**config.mk**
```make
export PLATFORM = sky130hd
export DESIGN_NAME = rc4_stream_cipher_core
export DESIGN_NICKNAME = d
export VERILOG_FILES = /design/src/rc4_pkg.sv /design/src/rc4_stream_cipher_core.sv /design/src/rc4_engine.sv
export SDC_FILE = /design/constraint.sdc
export NUM_CORES = 2
export LEC_CHECK = 0
export CORE_ASPECT_RATIO = 0.75
export CORE_MARGIN = 3
export CORE_UTILIZATION = 45
export CTS_CLUSTER_SIZE = 25
export DETAILED_ROUTE_END_ITERATION = 6
export DONT_BUFFER_PORTS = 1
export HOLD_SLACK_MARGIN = 0.12
export PLACE_DENSITY = 0.56
export SETUP_SLACK_MARGIN = 0.3
export SKIP_LAST_GASP = 1
export SYNTH_ARGS = -nofsm -noshare
export SYNTH_HDL_FRONTEND = slang
export SYNTH_HIERARCHICAL = 1
export SYNTH_SLANG_ARGS = --single-unit
```
**constraint.sdc**
```tcl
create_clock -name clk -period 22.7 [get_ports clk]
set_input_delay 4.54 -clock clk [delete_from_list [all_inputs] [get_ports clk]]
set_output_delay 4.54 -clock clk [all_outputs]
set_load 0.05 [all_outputs]
```
**src/rc4_pkg.sv**
```systemverilog
package rc4_pkg;

	// Size of the permutation and of the key store.
	localparam int unsigned PermSize      = 256;
	localparam int unsigned KeyStoreDepth = 256;
	localparam int unsigned LenW          = 9;
	localparam logic [LenW-1:0] KeyLenReset = 9'd16;

	// Item kinds on the input selector.
	localparam logic FUNC_KEY  = 1'b0;
	localparam logic FUNC_DATA = 1'b1;

	// Result status codes.
	localparam logic [1:0] ST_DATA_DONE  = 2'd0;
	localparam logic [1:0] ST_KEY_STORED = 2'd1;
	localparam logic [1:0] ST_SCHED_DONE = 2'd2;
	localparam logic [1:0] ST_NO_KEY     = 2'd3;

	// One input item as seen by the engine.
	typedef struct packed {
		logic       func;
		logic [7:0] data_byte;
		logic       last;
	} rc4_req_t;

	// One result item from the engine.
	typedef struct packed {
		logic [7:0] data;
		logic [1:0] status;
		logic       last;
	} rc4_res_t;

	// Key length limited to the key store depth, with zero counted as one.
	function automatic logic [LenW-1:0] eff_length(input logic [LenW-1:0] len);
		logic [LenW-1:0] r;
		r = len;
		if (len > LenW'(KeyStoreDepth)) begin
			r = LenW'(KeyStoreDepth);
		end
		if (len == '0) begin
			r = LenW'(1);
		end
		return r;
	endfunction

endpackage

```
**src/rc4_stream_cipher_core.sv**
```systemverilog
// RC4 stream cipher, one byte per item.
// Input stream: s_tdata carries the byte, s_tuser selects a key byte (0) or a
// data byte (1), and s_tlast marks the final data byte of a message.
// Output stream: one result per input transfer. m_tdata is the data byte XOR
// keystream (zero for key bytes and refused data), m_tuser the status
// (0 data done, 1 key byte stored, 2 key schedule done, 3 no key yet), and
// m_tlast echoes s_tlast for data bytes.
// The cfg channel writes the key length in bytes; it is always ready. The user is
// to write it only while no item is in flight; the block does not enforce this.
// One item is worked at a time; s_tready is low until its result has moved
// into the output register. A data byte runs six sequencer steps around the
// shared adder and the permutation memory, with one write and one registered
// read per cycle; the last key byte runs the identity fill of all 256 entries,
// then the schedule steps S_KA to S_KD once for each entry.
// When the receiver stalls, the result waits in the output register and the
// engine holds its finished result until that register frees.
// Reset clears the indices, the key count and the keyed flag, and sets the
// key length to 16; the memories are not cleared.
module rc4_stream_cipher_core
	import rc4_pkg::*;
(
	input  logic            clk,
	input  logic            arst_n,
	input  logic            cfg_valid,
	output logic            cfg_ready,
	input  logic [LenW-1:0] cfg_data,   // key_length
	input  logic            s_tvalid,
	output logic            s_tready,
	input  logic [7:0]      s_tdata,    // byte_in
	input  logic            s_tuser,    // func
	input  logic            s_tlast,
	output logic            m_tvalid,
	input  logic            m_tready,
	output logic [7:0]      m_tdata,    // data_out
	output logic [1:0]      m_tuser,    // status
	output logic            m_tlast
);

	logic [LenW-1:0] key_len_q;
	rc4_req_t        req;
	rc4_res_t        res;
	logic            res_valid;
	logic            res_ready;
	logic            m_valid_q;
	rc4_res_t        m_res_q;

	assign cfg_ready = 1'b1;
	assign req       = '{func: s_tuser, data_byte: s_tdata, last: s_tlast};
	assign res_ready = !m_valid_q || m_tready;

	// Key length register.
	always_ff @(posedge clk or negedge arst_n) begin
		if (!arst_n) begin
			key_len_q <= KeyLenReset;
		end else if (cfg_valid) begin
			key_len_q <= cfg_data;
		end
	end

	rc4_engine u_engine (
		.clk       (clk),
		.arst_n    (arst_n),
		.req_valid (s_tvalid),
		.req_ready (s_tready),
		.req       (req),
		.key_len   (key_len_q),
		.res_valid (res_valid),
		.res_ready (res_ready),
		.res       (res)
	);

	// Output register; loads when empty or when the current transfer completes.
	always_ff @(posedge clk or negedge arst_n) begin
		if (!arst_n) begin
			m_valid_q <= 1'b0;
		end else if (res_ready) begin
			m_valid_q <= res_valid;
		end
	end

	always_ff @(posedge clk) begin
		if (res_ready && res_valid) begin
			m_res_q <= res;
		end
	end

	assign m_tvalid = m_valid_q;
	assign m_tdata  = m_res_q.data;
	assign m_tuser  = m_res_q.status;
	assign m_tlast  = m_res_q.last;

endmodule

```
**src/rc4_engine.sv**
```systemverilog
module rc4_engine
	import rc4_pkg::*;
(
	input  logic            clk,
	input  logic            arst_n,
	input  logic            req_valid,
	output logic            req_ready,
	input  rc4_req_t        req,
	input  logic [LenW-1:0] key_len,
	output logic            res_valid,
	input  logic            res_ready,
	output rc4_res_t        res
);

	// Sequencer states.
	localparam logic [3:0] S_IDLE = 4'd0;
	localparam logic [3:0] S_INIT = 4'd1;
	localparam logic [3:0] S_KA   = 4'd2;
	localparam logic [3:0] S_KB   = 4'd3;
	localparam logic [3:0] S_KC   = 4'd4;
	localparam logic [3:0] S_KD   = 4'd5;
	localparam logic [3:0] S_PA   = 4'd6;
	localparam logic [3:0] S_PB   = 4'd7;
	localparam logic [3:0] S_PC   = 4'd8;
	localparam logic [3:0] S_PD   = 4'd9;
	localparam logic [3:0] S_PE   = 4'd10;
	localparam logic [3:0] S_PF   = 4'd11;
	localparam logic [3:0] S_DONE = 4'd12;

	logic [3:0]      state_q;
	logic [7:0]      i_q;
	logic [7:0]      j_q;
	logic [7:0]      n_q;
	logic [7:0]      kidx_q;
	logic [LenW-1:0] kcnt_q;
	logic [LenW-1:0] len_q;
	logic            keyed_q;
	logic [7:0]      si_q;
	logic [7:0]      sj_q;
	logic [7:0]      byte_q;
	logic            last_q;
	rc4_res_t        res_q;

	// Memories and their ports.
	logic [7:0] perm_mem [PermSize];
	logic [7:0] key_mem  [KeyStoreDepth];
	logic       perm_we;
	logic [7:0] perm_waddr;
	logic [7:0] perm_wdata;
	logic [7:0] perm_raddr;
	logic [7:0] perm_rdata_q;
	logic       key_we;
	logic [7:0] key_rdata_q;

	// Shared three-input byte adder.
	logic [7:0] add_a;
	logic [7:0] add_b;
	logic [7:0] add_c;
	logic [7:0] add_sum;

	logic [LenW-1:0] kcnt_next;
	logic [LenW-1:0] len_eff;
	logic [LenW-1:0] kidx_next;

	assign add_sum   = add_a + add_b + add_c;
	assign kcnt_next = kcnt_q + LenW'(1);
	assign len_eff   = eff_length(key_len);
	assign kidx_next = {1'b0, kidx_q} + LenW'(1);

	assign req_ready = (state_q == S_IDLE);
	assign res_valid = (state_q == S_DONE);
	assign res       = res_q;
	assign key_we    = req_ready && req_valid && (req.func == FUNC_KEY) && !kcnt_q[LenW-1];

	// Adder operands and memory addresses per sequencer step.
	always_comb begin
		add_a      = '0;
		add_b      = '0;
		add_c      = '0;
		perm_raddr = n_q;
		perm_we    = 1'b0;
		perm_waddr = n_q;
		perm_wdata = n_q;
		unique case (state_q)
			S_INIT: begin
				perm_we = 1'b1;
			end
			S_KB: begin
				add_a      = j_q;
				add_b      = perm_rdata_q;
				add_c      = key_rdata_q;
				perm_raddr = add_sum;
			end
			S_KC: begin
				perm_we    = 1'b1;
				perm_wdata = perm_rdata_q;
			end
			S_KD: begin
				perm_we    = 1'b1;
				perm_waddr = j_q;
				perm_wdata = si_q;
			end
			S_PA: begin
				add_a      = i_q;
				add_b      = 8'd1;
				perm_raddr = add_sum;
			end
			S_PB: begin
				add_a      = j_q;
				add_b      = perm_rdata_q;
				perm_raddr = add_sum;
			end
			S_PC: begin
				perm_we    = 1'b1;
				perm_waddr = i_q;
				perm_wdata = perm_rdata_q;
			end
			S_PD: begin
				perm_we    = 1'b1;
				perm_waddr = j_q;
				perm_wdata = si_q;
			end
			S_PE: begin
				add_a      = si_q;
				add_b      = sj_q;
				perm_raddr = add_sum;
			end
			default: begin
			end
		endcase
	end

	// Permutation memory: one write and one registered read per cycle.
	always_ff @(posedge clk) begin
		if (perm_we) begin
			perm_mem[perm_waddr] <= perm_wdata;
		end
		perm_rdata_q <= perm_mem[perm_raddr];
	end

	// Key store: written on key transfers, read by the schedule.
	always_ff @(posedge clk) begin
		if (key_we) begin
			key_mem[kcnt_q[7:0]] <= req.data_byte;
		end
		key_rdata_q <= key_mem[kidx_q];
	end

	// Datapath registers that need no reset.
	always_ff @(posedge clk) begin
		if (req_ready && req_valid) begin
			byte_q <= req.data_byte;
			last_q <= req.last;
			len_q  <= len_eff;
		end
		if (state_q == S_KB || state_q == S_PB) begin
			si_q <= perm_rdata_q;
		end
		if (state_q == S_PC) begin
			sj_q <= perm_rdata_q;
		end
	end

	// Sequencer and control state.
	always_ff @(posedge clk or negedge arst_n) begin
		if (!arst_n) begin
			state_q <= S_IDLE;
			i_q     <= '0;
			j_q     <= '0;
			n_q     <= '0;
			kidx_q  <= '0;
			kcnt_q  <= '0;
			keyed_q <= 1'b0;
			res_q   <= '0;
		end else begin
			unique case (state_q)
				S_IDLE: begin
					if (req_valid) begin
						if (req.func == FUNC_KEY) begin
							if (kcnt_next >= len_eff) begin
								kcnt_q  <= '0;
								n_q     <= '0;
								state_q <= S_INIT;
							end else begin
								kcnt_q  <= kcnt_next;
								res_q   <= '{data: 8'd0, status: ST_KEY_STORED, last: 1'b0};
								state_q <= S_DONE;
							end
						end else if (!keyed_q) begin
							res_q   <= '{data: 8'd0, status: ST_NO_KEY, last: req.last};
							state_q <= S_DONE;
						end else begin
							state_q <= S_PA;
						end
					end
				end
				// Identity fill, one entry per cycle.
				S_INIT: begin
					n_q <= n_q + 8'd1;
					if (n_q == 8'hFF) begin
						j_q     <= '0;
						kidx_q  <= '0;
						state_q <= S_KA;
					end
				end
				S_KA: begin
					state_q <= S_KB;
				end
				// Accumulate the scrambling index and step the key index.
				S_KB: begin
					j_q <= add_sum;
					if (kidx_next == len_q) begin
						kidx_q <= '0;
					end else begin
						kidx_q <= kidx_next[7:0];
					end
					state_q <= S_KC;
				end
				S_KC: begin
					state_q <= S_KD;
				end
				S_KD: begin
					n_q <= n_q + 8'd1;
					if (n_q == 8'hFF) begin
						i_q     <= '0;
						j_q     <= '0;
						keyed_q <= 1'b1;
						res_q   <= '{data: 8'd0, status: ST_SCHED_DONE, last: 1'b0};
						state_q <= S_DONE;
					end else begin
						state_q <= S_KA;
					end
				end
				S_PA: begin
					i_q     <= add_sum;
					state_q <= S_PB;
				end
				S_PB: begin
					j_q     <= add_sum;
					state_q <= S_PC;
				end
				S_PC: begin
					state_q <= S_PD;
				end
				S_PD: begin
					state_q <= S_PE;
				end
				S_PE: begin
					state_q <= S_PF;
				end
				// Keystream byte is in the read register now.
				S_PF: begin
					res_q   <= '{data: byte_q ^ perm_rdata_q, status: ST_DATA_DONE,
						last: last_q};
					state_q <= S_DONE;
				end
				S_DONE: begin
					if (res_ready) begin
						state_q <= S_IDLE;
					end
				end
				default: begin
					state_q <= S_IDLE;
				end
			endcase
		end
	end

endmodule

```
==> flow_summary.yaml <==
drt:
  drt-pass1-iter-count: 6
  vias_per_cell: 6.40
  highest_layer: "met5"
  wire_per_inst_um: 34.1
  wl_met1_um: 222000
  drtIter0Drc: 15300
  met3WireLength_um: 69500
  wl_met2_um: 218000
  vias: 98600
  drt_wl_total_um: 525000
  drc: 0
  antenna_left: 0
floorplanning:
  rows: 193
  floorplan.initialDensity: 0.454
  die_y_um: 535
  core-area_mm2: 0.370
  fp.dieW_um: 712
  ioPinCount: 38
  dieArea_mm2: 0.381
critical_path:
  critPathKind: "register to register"
  worstPathMaxFanout: 39
  r2r_end: "u_engine/perm_rdata_q[6]"
  arrival_ns: 9.43
  slowest_stage: "nor3_1"
  cp-end-kind: "register"
  r2r-start: "u_engine/state_q[1]"
  crit_chain: "inv_2 -> nor3_2 -> buf_4 -> a222oi_1 -> inv_1 -> fa_2 -> buf_4 -> inv_1 -> nor4_2 -> nor2_4 -> buf_4 -> buf_4 -> buf_4 -> mux4_2 -> a2111oi_0 -> nor3_1 -> nor3_1 -> a22o_1 -> nor3_1"
  cp_data_required_time_ns: 23.54
  worst-r2r-setup-slack_ns: 14.11
  setup.worst_path.start_class: "register"
  cp_common_cell: "buf_4"
  crit_path_max_incr_delay_ns: 0.99
  rr_worst_depth: 19
power_and_ir_drop:
  pwr-share-comb: 0.389
  p_sw_frac: 0.402
  irDropWorstVdd_mv: 0.187
  switchingPower_w: 0.0111
  p_int_w: 0.0166
  powerDensity_mw_per_mm2: 148
  clock_power_share: 0.251
  p_seq_frac: 0.360
  p_leak_nw: 58.9
sta:
  fin_crit_ns: 8.59
  fmax_mhz: 116
  rsz0062_at_grt: "no"
  slew_violations: 211
  fin_ws_ns: 14.11
  fin_skew_ns: 0.0499
  setup_viol: 0
  finalCritPeriodShare: 0.379
  tns_ns: 0
  worstMarginPinSlew_ns: 1.69
  relSlewSlack: -0.129
  hold_viol_final: 0
clock_network:
  cts_sinks: 4224
  clock_latency_ns: 0.97
  htree_num_levels: 5
  post-cts-setup-buffers: 0
  numCtsBuffers: 415
  cts_resized: 0
  cts_root_buf: "clkbuf_16"
  clk_pin_slew_ns: 0.07
  cts.hold.buffers_added: 0
  cts_tree: "built"
  cts_buffer_depth: 4
grt:
  grt_max_degree: 258
  grt_pass1_wl_um: 732000
  antenna_found_initial: 43
  grt-ovfl-total: 0
  grt_pass1_vias: 92300
  track_usage: 0.269
placed_design:
  io_buffers: 0
  place_hpwl_um: 309000
  dp_cells: 14600
  dp_slack_ns: 14.25
  dpl_cell_area_mm2: 0.174
  gp_congestion: 0.909
yosys:
  async_flop_share: 0.0159
  synth_ff_type: "edfxtp_1"
  ys_seq_elements: 4224
  yosysSeqAreaShare: 0.752
  syn_area_mm2: 0.168
  synth_edf_count: 4141
  synth_area_per_cell_um2: 16.6
  synth_cell_type_count: 100
  ys_warn_count: 6
  post_synth_inst_count: 10100
  syn_nets: 10200
run_status:
  status: "complete, but fails checks"
  violations: "max-slew violations"
worst_hold_path:
  hold_path_class: "register to register"
  holdPathEnd: "m_tdata[6]"
  worstHoldPathCells: 0
  holdCritStartpoint: "u_engine/res[9]"
layout:
  final_net_count: 10100
  fillers: 30000
  post-route-cell-area_mm2: 0.187
  regArea_mm2: 0.126
  multi_input_area_mm2: 0.0391
  fin_util: 0.506
  stdcell_count: 15400
  area_delta_synth_final_pct: 11.4
  drive_gt1_frac: 0.145
run:
  drv_cap: 0
power by group through the flow:
stage	registers [W]	clock network, W	logic [W]
after detailed placement	0.0101	0	0.0104
after floorplan	0.0104	0	0.00581
final	0.00996	0.00696	0.0108
after global placement	0.0101	0	0.0103
after global routing	0.00996	0.00736	0.0110
after CTS	0.00994	0.00705	0.0104
flip-flops by register name, indices dropped and copies added, names as in the netlist, 2 cells and up:
name                   count
u_engine/si_q              8
u_engine/n_q               8
u_engine/j_q               8
u_engine/key_rdata_q       8
u_engine/sj_q              8
u_engine/perm_rdata_q      8
key_len_q                  9
u_engine/state_q           4
m_tuser                    2
u_engine/kcnt_q            9
u_engine/kidx_q            8
u_engine/len_q             9
u_engine/i_q               8
u_engine/perm_mem       2048
m_tdata                    8
u_engine/res              11
u_engine/byte_q            8
u_engine/key_mem        2048
metal layers:
metal / GRT usage / up-vias
met5: 0 / -
met4: 0.0735 / 36
met3: 0.0781 / 882
met2: 0.372 / 6378
met1: 0.413 / 51300
li1: - / 39900
final cells by class:
type,count,share of cell area
Sequential cell,4224,0.675
Timing Repair Buffer,201,0.00928
Clock buffer,508,0.0587
Tap cell,4972,0.0332
Antenna cell,18,0.000241
Clock inverter,254,0.0142
Multi-Input combinational cell,5192,0.209
Inverter,39,0.000782
per-stage QoR:
step | hold slack [ns] | power, W
4_1_cts | 0.472 | 0.0274
6_report | 0.472 | 0.0277
2_1_floorplan | 0.425 | 0.0162
5_1_grt | 0.490 | 0.0283
3_5_place_dp | 0.449 | 0.0205
3_3_place_gp | 0.443 | 0.0204
critical path: cells and delay by family (launching register included):
| family | cells | cell delay [ns] |
|---|---|---|
| compound gates | 3 | 0.94 |
| fa+ha+maj | 1 | 0.44 |
| buf+inv | 8 | 3.20 |
| flops | 1 | 0.95 |
| mux | 1 | 0.59 |
| simple gates | 6 | 2.21 |
Yosys cell counts (33+ instances only):
cell,n,area (um2)
o221ai_1,127,1110
clkbuf_1,287,1080
nand4_1,73,457
o22ai_1,140,876
edfxtp_1,4141,124000
a21oi_1,456,2280
mux2_2,125,1410
buf_2,246,1230
a22oi_1,95,713
nor2_1,591,2220
nor3_1,37,185
o21ai_0,166,831
inv_1,36,135
nand2_1,1285,4820
nand3_1,276,1380
and3_1,69,432
buf_1,60,225
a311oi_1,33,289
a31oi_1,108,676
mux2i_1,582,5830
a32oi_1,147,1290
mux4_2,427,9620
a221oi_1,36,315
dfrtp_1,66,1650
worst max-delay path by stage:
stage               cells after the start                start                        to  slack, ns
detailed placement                     19  u_engine/state_q[1]  u_engine/perm_rdata_q[6]      14.25
finish                                 19  u_engine/state_q[1]  u_engine/perm_rdata_q[6]      14.11
floorplan                               7  u_engine/state_q[2]   u_engine/perm_mem[0][5]      12.68
global placement                       19  u_engine/state_q[1]  u_engine/perm_rdata_q[6]      14.28
CTS                                    19  u_engine/state_q[1]  u_engine/perm_rdata_q[6]      14.23
global route                           22  u_engine/state_q[1]  u_engine/perm_rdata_q[6]      13.87
placed cells by master, fill, tap and decap left out, types with 22 or more instances in the layout:
master	n
a21oi_1	445
xnor2_1	26
a22o_1	27
a311oi_1	32
mux2_2	125
a221oi_1	36
nand4_1	73
clkinv_2	84
nor2_1	580
inv_1	36
nor3_1	31
a32oi_1	147
mux4_2	427
nand2b_1	22
mux2i_1	579
and3_1	69
clkinvlp_4	26
edfxtp_1	4141
o22ai_1	140
clkinv_1	72
nand2_1	1263
dfrtp_1	58
o211ai_1	26
a22oi_1	95
a211oi_1	28
a31oi_1	106
buf_4	182
nand3_1	272
o21ai_0	166
clkbuf_1	78
o221ai_1	127
clkbuf_16	424
bufinv_16	49
cell families after synthesis:
kind of cell | after synthesis | synth area share
AND/OR/NAND/NOR | 2452 | 0.0620
multiplexers | 1146 | 0.101
buffers and inverters | 684 | 0.0187
flip-flops | 4224 | 0.752
AO/OA/AOI/OAI | 1523 | 0.0613
XOR/XNOR | 41 | 0.00222
adder cells (fa/ha/maj) | 29 | 0.00252
other | 1 | 0.0000223
Power figures use the tool's default switching activity.
